<file path="config.mk">
export PLATFORM = sky130hd
export DESIGN_NAME = ramp_hysteresis_gate
export DESIGN_NICKNAME = d
export VERILOG_FILES = /design/src/design/rhg_pkg.sv /design/src/design/rhg_regs.sv /design/src/design/ramp_hysteresis_gate.sv
export SDC_FILE = /design/constraint.sdc
export NUM_CORES = 2
export LEC_CHECK = 0
export BUFFER_PORTS_ARGS = -buffer_cell sky130_fd_sc_hd__buf_2
export CAP_MARGIN = 20
export CORE_AREA = 2 2 297 299
export DETAILED_ROUTE_END_ITERATION = 7
export DIE_AREA = 0 0 299 301
export PLACE_DENSITY = 0.69
export SLEW_MARGIN = 20
export SYNTH_ARGS = -nofsm -noshare
export SYNTH_HDL_FRONTEND = slang
export SYNTH_SLANG_ARGS = --single-unit
</file>
<file path="constraint.sdc">
create_clock -name clk_i -period 13.8 [get_ports clk_i]
set_input_delay 0.69 -clock clk_i [delete_from_list [all_inputs] [get_ports clk_i]]
set_output_delay 0.69 -clock clk_i [all_outputs]
set_load 0.05 [all_outputs]
</file>
<file path="src/design/rhg_pkg.sv">
package rhg_pkg;

  localparam int unsigned MaxPacket = 4096;
  localparam int unsigned LenW      = 13;
  localparam int unsigned PosW      = $clog2(MaxPacket);
  localparam int unsigned SampleW   = 16;
  localparam int unsigned DiffW     = SampleW + 1;
  localparam int unsigned FactW     = SampleW + 2;
  localparam int unsigned ProdW     = FactW + SampleW;
  localparam int unsigned FracW     = 8;
  localparam int unsigned ShrW      = ProdW - FracW;
  localparam int unsigned SumW      = ShrW + 1;
  localparam int unsigned AddrW     = 5;
  localparam int unsigned DataW     = 32;
  localparam int unsigned RegIdxW   = 3;

  typedef enum logic [RegIdxW-1:0] {
    RegPacketLength  = 3'd0,
    RegRisePoint     = 3'd1,
    RegRiseSlope     = 3'd2,
    RegUpperLevel    = 3'd3,
    RegFallPoint     = 3'd4,
    RegFallSlope     = 3'd5,
    RegLowerLevel    = 3'd6,
    RegStartDir      = 3'd7
  } reg_idx_e;

  // Live configuration plus write strobes that touch datapath state.
  typedef struct packed {
    logic [LenW-1:0]    eff_len;
    logic [SampleW-1:0] rise_point;
    logic [SampleW-1:0] rise_slope;
    logic [SampleW-1:0] upper_level;
    logic [SampleW-1:0] fall_point;
    logic [SampleW-1:0] fall_slope;
    logic [SampleW-1:0] lower_level;
    logic               len_wr;
    logic               dir_wr;
    logic               dir_wdata;
  } cfg_t;

endpackage

</file>
<file path="src/design/rhg_regs.sv">
module rhg_regs (
  input  logic                       clk_i,
  input  logic                       rst_ni,
  input  logic                       psel,
  input  logic                       penable,
  input  logic                       pwrite,
  input  logic [rhg_pkg::AddrW-1:0]  paddr,
  input  logic [rhg_pkg::DataW-1:0]  pwdata,
  output logic [rhg_pkg::DataW-1:0]  prdata,
  output logic                       pready,
  output rhg_pkg::cfg_t              cfg_o
);

  logic [rhg_pkg::LenW-1:0]    len_q;
  logic [rhg_pkg::SampleW-1:0] rise_point_q, rise_slope_q, upper_q;
  logic [rhg_pkg::SampleW-1:0] fall_point_q, fall_slope_q, lower_q;
  logic                        start_dir_q;
  logic                        wr;
  rhg_pkg::reg_idx_e           idx;

  assign pready = 1'b1;
  assign wr     = psel & penable & pwrite;
  assign idx    = rhg_pkg::reg_idx_e'(paddr[rhg_pkg::AddrW-1:2]);

  always_ff @(posedge clk_i or negedge rst_ni) begin
    if (!rst_ni) begin
      len_q        <= rhg_pkg::LenW'(1);
      rise_point_q <= '0;
      rise_slope_q <= rhg_pkg::SampleW'(256);
      upper_q      <= rhg_pkg::SampleW'(256);
      fall_point_q <= '0;
      fall_slope_q <= rhg_pkg::SampleW'(256);
      lower_q      <= '0;
      start_dir_q  <= 1'b0;
    end else if (wr) begin
      case (idx)
        rhg_pkg::RegPacketLength: len_q        <= pwdata[rhg_pkg::LenW-1:0];
        rhg_pkg::RegRisePoint:    rise_point_q <= pwdata[rhg_pkg::SampleW-1:0];
        rhg_pkg::RegRiseSlope:    rise_slope_q <= pwdata[rhg_pkg::SampleW-1:0];
        rhg_pkg::RegUpperLevel:   upper_q      <= pwdata[rhg_pkg::SampleW-1:0];
        rhg_pkg::RegFallPoint:    fall_point_q <= pwdata[rhg_pkg::SampleW-1:0];
        rhg_pkg::RegFallSlope:    fall_slope_q <= pwdata[rhg_pkg::SampleW-1:0];
        rhg_pkg::RegLowerLevel:   lower_q      <= pwdata[rhg_pkg::SampleW-1:0];
        rhg_pkg::RegStartDir:     start_dir_q  <= pwdata[0];
        default: ;
      endcase
    end
  end

  always_comb begin
    case (idx)
      rhg_pkg::RegPacketLength: prdata = rhg_pkg::DataW'(len_q);
      rhg_pkg::RegRisePoint:    prdata = rhg_pkg::DataW'(rise_point_q);
      rhg_pkg::RegRiseSlope:    prdata = rhg_pkg::DataW'(rise_slope_q);
      rhg_pkg::RegUpperLevel:   prdata = rhg_pkg::DataW'(upper_q);
      rhg_pkg::RegFallPoint:    prdata = rhg_pkg::DataW'(fall_point_q);
      rhg_pkg::RegFallSlope:    prdata = rhg_pkg::DataW'(fall_slope_q);
      rhg_pkg::RegLowerLevel:   prdata = rhg_pkg::DataW'(lower_q);
      rhg_pkg::RegStartDir:     prdata = rhg_pkg::DataW'(start_dir_q);
      default:                  prdata = '0;
    endcase
  end

  // zero length acts as one, oversize lengths saturate
  always_comb begin
    if (len_q == '0) begin
      cfg_o.eff_len = rhg_pkg::LenW'(1);
    end else if (len_q > rhg_pkg::LenW'(rhg_pkg::MaxPacket)) begin
      cfg_o.eff_len = rhg_pkg::LenW'(rhg_pkg::MaxPacket);
    end else begin
      cfg_o.eff_len = len_q;
    end
  end

  assign cfg_o.rise_point  = rise_point_q;
  assign cfg_o.rise_slope  = rise_slope_q;
  assign cfg_o.upper_level = upper_q;
  assign cfg_o.fall_point  = fall_point_q;
  assign cfg_o.fall_slope  = fall_slope_q;
  assign cfg_o.lower_level = lower_q;
  assign cfg_o.len_wr      = wr && (idx == rhg_pkg::RegPacketLength);
  assign cfg_o.dir_wr      = wr && (idx == rhg_pkg::RegStartDir);
  assign cfg_o.dir_wdata   = pwdata[0];

endmodule

</file>
<file path="src/design/ramp_hysteresis_gate.sv">
// Hysteresis gate with linear ramps on the difference of a sample pair.
// Input channel: in_valid_i/in_ready_o carry sample_a_i, sample_b_i (Q8.8).
// Output channel: out_valid_o/out_ready_i carry gate_value_o (Q8.8) and
// direction_o (0 forward, 1 backward); exactly one result beat per input beat.
// Configuration goes through the APB port, registers at byte address 4*i.
// Pipeline: input register, product register, result register; a beat
// moves through them in that order. Without stalls, throughput is one beat
// per clock: both ramp products are formed ahead of time, so only the
// select/add/clamp and direction update close the loop.
// The first sample of each packet computes a new value; the rest of the
// packet repeats the held value and direction.
// Reset clears the pipeline, sets the packet position to the start, the held
// value to zero and the direction to forward.
// When out_ready_i is low, the pipeline fills and in_ready_o drops after at
// most three further beats; no beat is lost or repeated.
module ramp_hysteresis_gate (
  input  logic                       clk_i,
  input  logic                       rst_ni,
  input  logic                       psel,
  input  logic                       penable,
  input  logic                       pwrite,
  input  logic [rhg_pkg::AddrW-1:0]  paddr,
  input  logic [rhg_pkg::DataW-1:0]  pwdata,
  output logic [rhg_pkg::DataW-1:0]  prdata,
  output logic                       pready,
  input  logic                       in_valid_i,
  output logic                       in_ready_o,
  input  logic signed [15:0]         sample_a_i,
  input  logic signed [15:0]         sample_b_i,
  output logic                       out_valid_o,
  input  logic                       out_ready_i,
  output logic signed [15:0]         gate_value_o,
  output logic                       direction_o
);

  rhg_pkg::cfg_t cfg;

  rhg_regs u_regs (
    .clk_i   (clk_i),
    .rst_ni  (rst_ni),
    .psel    (psel),
    .penable (penable),
    .pwrite  (pwrite),
    .paddr   (paddr),
    .pwdata  (pwdata),
    .prdata  (prdata),
    .pready  (pready),
    .cfg_o   (cfg)
  );

  // pipeline control
  logic v1_q, v2_q, out_valid_q;
  logic free1, free2, free3;
  logic accept, load2, load3;

  assign free3      = !out_valid_q || out_ready_i;
  assign load3      = v2_q && free3;
  assign free2      = !v2_q || free3;
  assign load2      = v1_q && free2;
  assign free1      = !v1_q || free2;
  assign in_ready_o = free1;
  assign accept     = in_valid_i && free1;

  // packet position
  logic [rhg_pkg::PosW-1:0] pos_q, pos_d;
  logic                     last;

  assign last = ({1'b0, pos_q} + rhg_pkg::LenW'(1)) >= cfg.eff_len;

  always_comb begin
    pos_d = pos_q;
    if (cfg.len_wr) begin
      pos_d = '0;
    end else if (accept) begin
      pos_d = last ? '0 : pos_q + rhg_pkg::PosW'(1);
    end
  end

  // stage 1: input register
  logic signed [rhg_pkg::SampleW-1:0] a_q, b_q;
  logic                               first1_q;

  // stage 2: both ramp products
  logic signed [rhg_pkg::DiffW-1:0]   diff;
  logic signed [rhg_pkg::FactW-1:0]   fwd_fact, bwd_fact;
  logic signed [rhg_pkg::ProdW-1:0]   fwd_prod, bwd_prod;
  logic signed [rhg_pkg::ProdW-1:0]   pf_q, pb_q;
  logic                               first2_q;

  assign diff     = rhg_pkg::DiffW'(a_q) - rhg_pkg::DiffW'(b_q);
  assign fwd_fact = rhg_pkg::FactW'(diff) - rhg_pkg::FactW'($signed(cfg.rise_point));
  // backward ramp negates the product; fold that into the factor
  assign bwd_fact = rhg_pkg::FactW'($signed(cfg.fall_point)) - rhg_pkg::FactW'(diff);
  assign fwd_prod = rhg_pkg::ProdW'(fwd_fact) * rhg_pkg::ProdW'($signed(cfg.rise_slope));
  assign bwd_prod = rhg_pkg::ProdW'(bwd_fact) * rhg_pkg::ProdW'($signed(cfg.fall_slope));

  // stage 3: select, floor to Q8.8, add level, clamp
  logic                               dir_q, held_dir;
  logic signed [rhg_pkg::SampleW-1:0] held_q;
  logic signed [rhg_pkg::SampleW-1:0] lo, hi, base, clamped;
  logic signed [rhg_pkg::ProdW-1:0]   sel;
  logic signed [rhg_pkg::ShrW-1:0]    shr;
  logic signed [rhg_pkg::SumW-1:0]    sum;
  logic                               new_dir;
  logic signed [rhg_pkg::SampleW-1:0] gate_d;
  logic                               dir_out_d;
  logic signed [rhg_pkg::SampleW-1:0] gate_q;
  logic                               dir_out_q;

  assign lo   = $signed(cfg.lower_level);
  assign hi   = $signed(cfg.upper_level);
  assign sel  = dir_q ? pb_q : pf_q;
  assign base = dir_q ? hi : lo;
  assign shr  = sel[rhg_pkg::ProdW-1:rhg_pkg::FracW];
  assign sum  = rhg_pkg::SumW'(shr) + rhg_pkg::SumW'(base);

  always_comb begin
    if (sum < rhg_pkg::SumW'(lo)) begin
      clamped = lo;
    end else if (sum > rhg_pkg::SumW'(hi)) begin
      clamped = hi;
    end else begin
      clamped = sum[rhg_pkg::SampleW-1:0];
    end
  end

  assign new_dir   = dir_q ? (clamped != lo) : (clamped == hi);
  assign held_dir  = dir_q;
  assign gate_d    = first2_q ? clamped : held_q;
  assign dir_out_d = first2_q ? new_dir : held_dir;

  always_ff @(posedge clk_i or negedge rst_ni) begin
    if (!rst_ni) begin
      v1_q        <= 1'b0;
      v2_q        <= 1'b0;
      out_valid_q <= 1'b0;
      pos_q       <= '0;
      dir_q       <= 1'b0;
      held_q      <= '0;
    end else begin
      pos_q <= pos_d;
      if (free1) begin
        v1_q <= in_valid_i;
      end
      if (free2) begin
        v2_q <= v1_q;
      end
      if (free3) begin
        out_valid_q <= v2_q;
      end
      if (cfg.dir_wr) begin
        dir_q <= cfg.dir_wdata;
      end else if (load3 && first2_q) begin
        dir_q  <= new_dir;
      end
      if (load3 && first2_q) begin
        held_q <= clamped;
      end
    end
  end

  always_ff @(posedge clk_i) begin
    if (accept) begin
      a_q      <= sample_a_i;
      b_q      <= sample_b_i;
      first1_q <= (pos_q == '0);
    end
    if (load2) begin
      pf_q     <= fwd_prod;
      pb_q     <= bwd_prod;
      first2_q <= first1_q;
    end
    if (load3) begin
      gate_q    <= gate_d;
      dir_out_q <= dir_out_d;
    end
  end

  assign out_valid_o  = out_valid_q;
  assign gate_value_o = gate_q;
  assign direction_o  = dir_out_q;

  // packet position always stays inside the effective length
  a_pos_range: assert property (@(posedge clk_i) disable iff (!rst_ni)
    {1'b0, pos_q} < cfg.eff_len)
    else $error("packet position out of range");

  // a result beat carries the state left behind by its own sample
  a_out_matches_state: assert property (@(posedge clk_i) disable iff (!rst_ni)
    load3 && !cfg.dir_wr |=> (gate_q == held_q) && (dir_out_q == dir_q))
    else $error("result register disagrees with held state");

  // samples past the first of a packet leave the held value alone
  a_hold_mid_packet: assert property (@(posedge clk_i) disable iff (!rst_ni)
    load3 && !first2_q |=> $stable(held_q))
    else $error("held value changed mid packet");

  // with ordered levels a fresh value lands inside them
  a_clamp_bounds: assert property (@(posedge clk_i) disable iff (!rst_ni)
    load3 && first2_q && (lo <= hi) |-> (clamped >= lo) && (clamped <= hi))
    else $error("clamped value outside levels");

endmodule
</file>
Word level (Yosys, flattened, before mapping)

Cells that the tools add are included.
W data, S select, Z words.

$lt $le $gt $ge: 4
Reduce and logical (&&, ||, !) cells: 25
$add $sub $neg: 6
Bitwise gates (word level): 2
Mux-type cells: 15
Multipliers: 2
Eq/ne operators: 9

Operators with widths:

| cell                    | count |
|---|---|
| $pmux W32 S8            | 1 |
| $mul A18 B16 Y34        | 2 |
| $mux W16                | 4 |
| $mux W12                | 3 |
| $mux W34                | 1 |
| $add A26 B16 Y27        | 1 |
| $gt A27 B16 Y1          | 1 |
| $lt A27 B16 Y1          | 1 |
| $mux W13                | 2 |
| $sub A16 B17 Y18        | 1 |
| $sub A17 B16 Y18        | 1 |
| $sub A16 B16 Y17        | 1 |
| $eq A16 B16 Y1          | 1 |
| $ne A16 B16 Y1          | 1 |
| $reduce_and A2 Y1       | 8 |
| $add A12 B1 Y13 const B | 1 |
| $ge A13 B13 Y1          | 1 |
| $gt A13 B13 Y1 const B  | 1 |
| $logic_not A13 Y1       | 1 |
| $add A12 B1 Y12 const B | 1 |
| $eq A3 B3 Y1 const B    | 4 |
| $logic_not A12 Y1       | 1 |
| $eq A3 B2 Y1 const B    | 2 |
| $logic_and A1 B1 Y1     | 6 |
| 7 further kinds         | 16 |

Output and inout port bits: 52
Register bits: 261
Word-level logic and storage cells: 85
Bits of input ports: 76

Logic depth before layout (Yosys ltp)

Word-level depth: 9
Gate-level depth with buffers: 44

By module

A second synthesis with hierarchy kept.

Cells, all modules: 3959
Area, all modules: 37384.6 µm²

Modules (own cells, without submodules):

| module               | cells each | instances | seq. area each (µm²) | area each (µm²) |
|---|---|---|---|---|
| ramp_hysteresis_gate | 3531       | 1         | 3893.7               | 32118.3 |
| rhg_regs             | 428        | 1         | 2757.6               | 5266.3 |

Least setup slack after synthesis

OpenSTA, ideal clock, no wires.

Path type: register to register
Start: register b_q[0] (netlist name)
End: register pb_q[33] (netlist name), data pin
Stages on the path, launching flop included: 41
Period minus slack after synthesis: 9.905 ns
Library setup time: 0.260 ns
Path slack: 3.895 ns
Data required time: 13.540 ns
Data arrival time: 9.645 ns
Path through: edfxtp_1 > ha_1 > fa_1 > nor2b_1 > o21ai_0 > a21boi_0 > o21ai_0 > a21boi_0 > o21ai_0 > nand2b_1 > xor2_1 > inv_1 > ha_1 > and2_1 > a22o_1 > a311oi_1 > nor3_1 > nor2_1 > (+5 left out) > fa_1 > fa_1 > inv_1 > fa_1 > inv_1 > fa_1 > inv_1 > ha_1 > and3_1 > a221o_1 > a221o_1 > o41ai_1 > a211o_1 > a31oi_1 > a21oi_1 > o21bai_1 > a21oi_1 > xnor2_1

Longest elaborated chain between the ends: 3

Ends and longest elaborated chain:

| element                | line                        | source |
|---|---|---|
| from (decl)            | ramp_hysteresis_gate.sv:80  | `logic signed [rhg_pkg::SampleW-1:0] a_q, b_q;` |
| from (signal assigned) | ramp_hysteresis_gate.sv:165 | `b_q <= sample_b_i;` |
| $sub A16 B16 Y17       | ramp_hysteresis_gate.sv:90  | `assign diff = rhg_pkg::DiffW'(a_q) - rhg_pkg::DiffW'(b_q);` |
| $sub A16 B17 Y18       | ramp_hysteresis_gate.sv:93  | `assign bwd_fact = rhg_pkg::FactW'($signed(cfg.fall_point)) - rhg_pkg::FactW'(diff);` |
| $mul A18 B16 Y34       | ramp_hysteresis_gate.sv:95  | `assign bwd_prod = rhg_pkg::ProdW'(bwd_fact) * rhg_pkg::ProdW'($signed(cfg.fall_slope));` |
| net bwd_prod, one bit  | ramp_hysteresis_gate.sv:86  | `logic signed [rhg_pkg::ProdW-1:0] fwd_prod, bwd_prod;` |
| to (signal assigned)   | ramp_hysteresis_gate.sv:170 | `pb_q <= bwd_prod;` |
| to (decl)              | ramp_hysteresis_gate.sv:87  | `logic signed [rhg_pkg::ProdW-1:0] pf_q, pb_q;` |

The timed path passes the listed nets, and every way through them passes these cells.
A chain may end at the register's enable or synchronous reset.

Final worst setup path

Same ends and word-level chain as after synthesis.

==> flow_summary.yaml <==
sta:
  clock_skew_ns: 0.0166
  fin_setup_tns_ns: 0
  slew_violations: 0
  period_needed_ns: 12.19
  hold_violations: 0
  rsz0062_at_grt: "no"
  max_clock_freq_mhz: 82.0
  tightestPinTransition_ns: 1.13
  relSlewSlack_pct: 22.6
  setup_viol: 0
  fin_crit_sh_pct: 88.4
route:
  antenna_left: 0
  via_per_inst: 5.64
  drc: 0
  drt-total-wl_mm: 113
  drtPass1Iterations: 5
  vias: 30536
  post_drt_wl_per_cell_microns: 20.9
  drt_iter0_drc: 2679
global_route:
  antenna_found_initial: 9
  grt_max_degree: 84
  overflow: 0
  track_usage_pct: 25.6
  grt_pass1_vias: 31299
  grt_pass1_wl_mm: 178
setup_path:
  slowest_stage: "o41ai_1"
  crit_start: "b_q[0]$_DFFE_PP_"
  worstSetupStartpointType: "flip-flop"
  cp_data_arrival_time_ns: 12.54
  rrSetupSlack_ns: 1.61
  path_buf_inv: 4
  crit_required_ns: 14.15
  r2r_end: "pb_q[33]$_DFFE_PP_"
  crit_fanout: 25
  crit_end: "pb_q[33]$_DFFE_PP_"
  crit_family: "compound AO/OA/AOI/OAI gates"
  r2r_start: "b_q[0]$_DFFE_PP_"
  cpPeakStageDelay_ns: 0.77
  critPathMostFrequentCell: "fa_1"
  worstRegToRegCells: 37
  cp.depth: 37
  endpoint_kind: "flip-flop"
  crit_type: "flip-flop to flip-flop"
synth:
  synth_area_leaders: "fa_1, ha_1, dfrtp_1"
  synth_common_cells: "inv_1, fa_1, nand2_1, ha_1, and2_1"
  synth_flop_cell: "dfrtp_1"
  yosysMostFrequentCell: "inv_1"
  synth-edff-count: 103
  yosysUniqueCellTypes: 105
  synth_cells: 4238
  synth-seq-cells: 245
  postSynthAreaPerCell_sq_um: 9.17
  yosysSeqAreaShare_pct: 17.1
  syn_area_sq_mm: 0.0389
  yosysWarnings: 0
  synth_area_leader_cell: "fa_1"
  async_flop_share_pct: 58.0
  synth.top_cell.area_share_pct: 29.3
clocking:
  cts_hold_buf: 0
  clk_pin_slew_ns: 0.07
  cts_buffer_depth: 3
  clk-insertion-delay-late_ns: 0.61
  cts_tree: "built"
  cts_sinks: 245
  postCtsResizedCells: 0
  cts-root-buf: "clkbuf_16"
  htree_levels: 1
  post_cts_buffers: 0
  numCtsBuffers: 29
min_path:
  hold_class: "primary input to asynchronous set/reset pin"
final_layout:
  finalNetCount: 5188
  drive_gt1_share_pct: 9.31
  area_growth_pct: 6.64
floorplanning:
  ios: 128
  initial_core_util_pct: 44.9
  core_area_sq_mm: 0.0865
  die_x_microns: 299
  rows: 108
  die_h_microns: 301
  fp.dieArea_sq_mm: 0.0900
placement:
  gp_congestion: 0.987
  io_buffer_count: 92
  dp_hpwl_mm: 87.4
run_status:
  status: "completed"
flow_run:
  maxCapViolations: 0
-- metrics by stage --
step	util [%]	setup WS [ns]	cells	instance area, sq um	hold WS (ns)
floorplan	-	3.89	4253	38900	0.394
global placement	46.8	1.95	5354	40500	0.442
detailed placement	46.8	1.79	5354	40500	0.412
CTS	47.9	1.74	5408	41400	0.153
global route	47.9	1.02	5408	41400	0.198
finish	47.9	1.61	5412	41400	0.126
-- cell families after synthesis --
family,count (synthesis),share of synthesized area (%)
and+or+nand+nor,1209,15.0
buffers and inverters,1001,9.99
xor gates and xnor gates,166,3.78
muxes,145,4.37
DFF,245,17.1
AOI/OAI and AO/OA,585,10.2
adders and majority gates,885,39.5
other,2,0.0193
-- sequential cells by signal (all words and copies together) (netlist names), 13 cells and up --
register and count:
u_regs.fall_slope_q 16, held_q 16, u_regs.lower_q 16, a_q 16
b_q 16, u_regs.upper_q 16, pb_q 26, u_regs.rise_slope_q 16
gate_value_o 16, u_regs.rise_point_q 16, u_regs.len_q 13, u_regs.fall_point_q 16
pf_q 26
-- placed cells by master (no fill, tap or decap), drive strengths merged, types with 34 or more instances in the layout --
master  synthesis  routed
nand2         516     516
dfrtp         138     138
nor3           49      49
a21oi         114     114
nand4          34      34
ha            313     313
nor2          138     138
inv           787     792
nand2b         37      37
buf            41     158
fa            569     569
nor2b          67      67
nand3          89      89
o21ai         155     155
xnor2         134     134
edfxtp        103     103
a31oi          42      42
a21o           36      36
and2          194     194
mux2          118     118
-- worst min-delay path by stage --
stage | start | to | slack, ns | depth (start not counted)
floorplan | rst_ni | dir_q$_DFFE_PN0P_ | 0.39 | 0
global placement | first1_q$_DFFE_PP_ | first2_q$_DFFE_PP_ | 0.44 | 0
detailed placement | first1_q$_DFFE_PP_ | first2_q$_DFFE_PP_ | 0.41 | 0
CTS | rst_ni | held_q[14]$_DFFE_PN0P_ | 0.15 | 1
global route | rst_ni | held_q[0]$_DFFE_PN0P_ | 0.20 | 1
finish | rst_ni | held_q[14]$_DFFE_PN0P_ | 0.13 | 1
-- layout make-up --
type	count	area (sq um)
fill	8253	45100
multi-input combinational	3007	28500
sequential	245	6650
inverter	789	2960
tap	1155	1450
timing repair buffer	158	962
clock buffer	33	761
clock inverter	21	148
antenna	4	10.0
-- metal layers --
metal	track usage, %	up-vias	wire length [microns]
li1	-	13621	-
met1	34.6	15344	46200
met2	41.2	1276	52000
met3	3.87	287	9660
met4	10.5	8	5260
met5	0	-	59
Power is left out: the tool's default activity adds up to more than one toggle a clock period on the data nets, which glitch-free logic cannot reach.
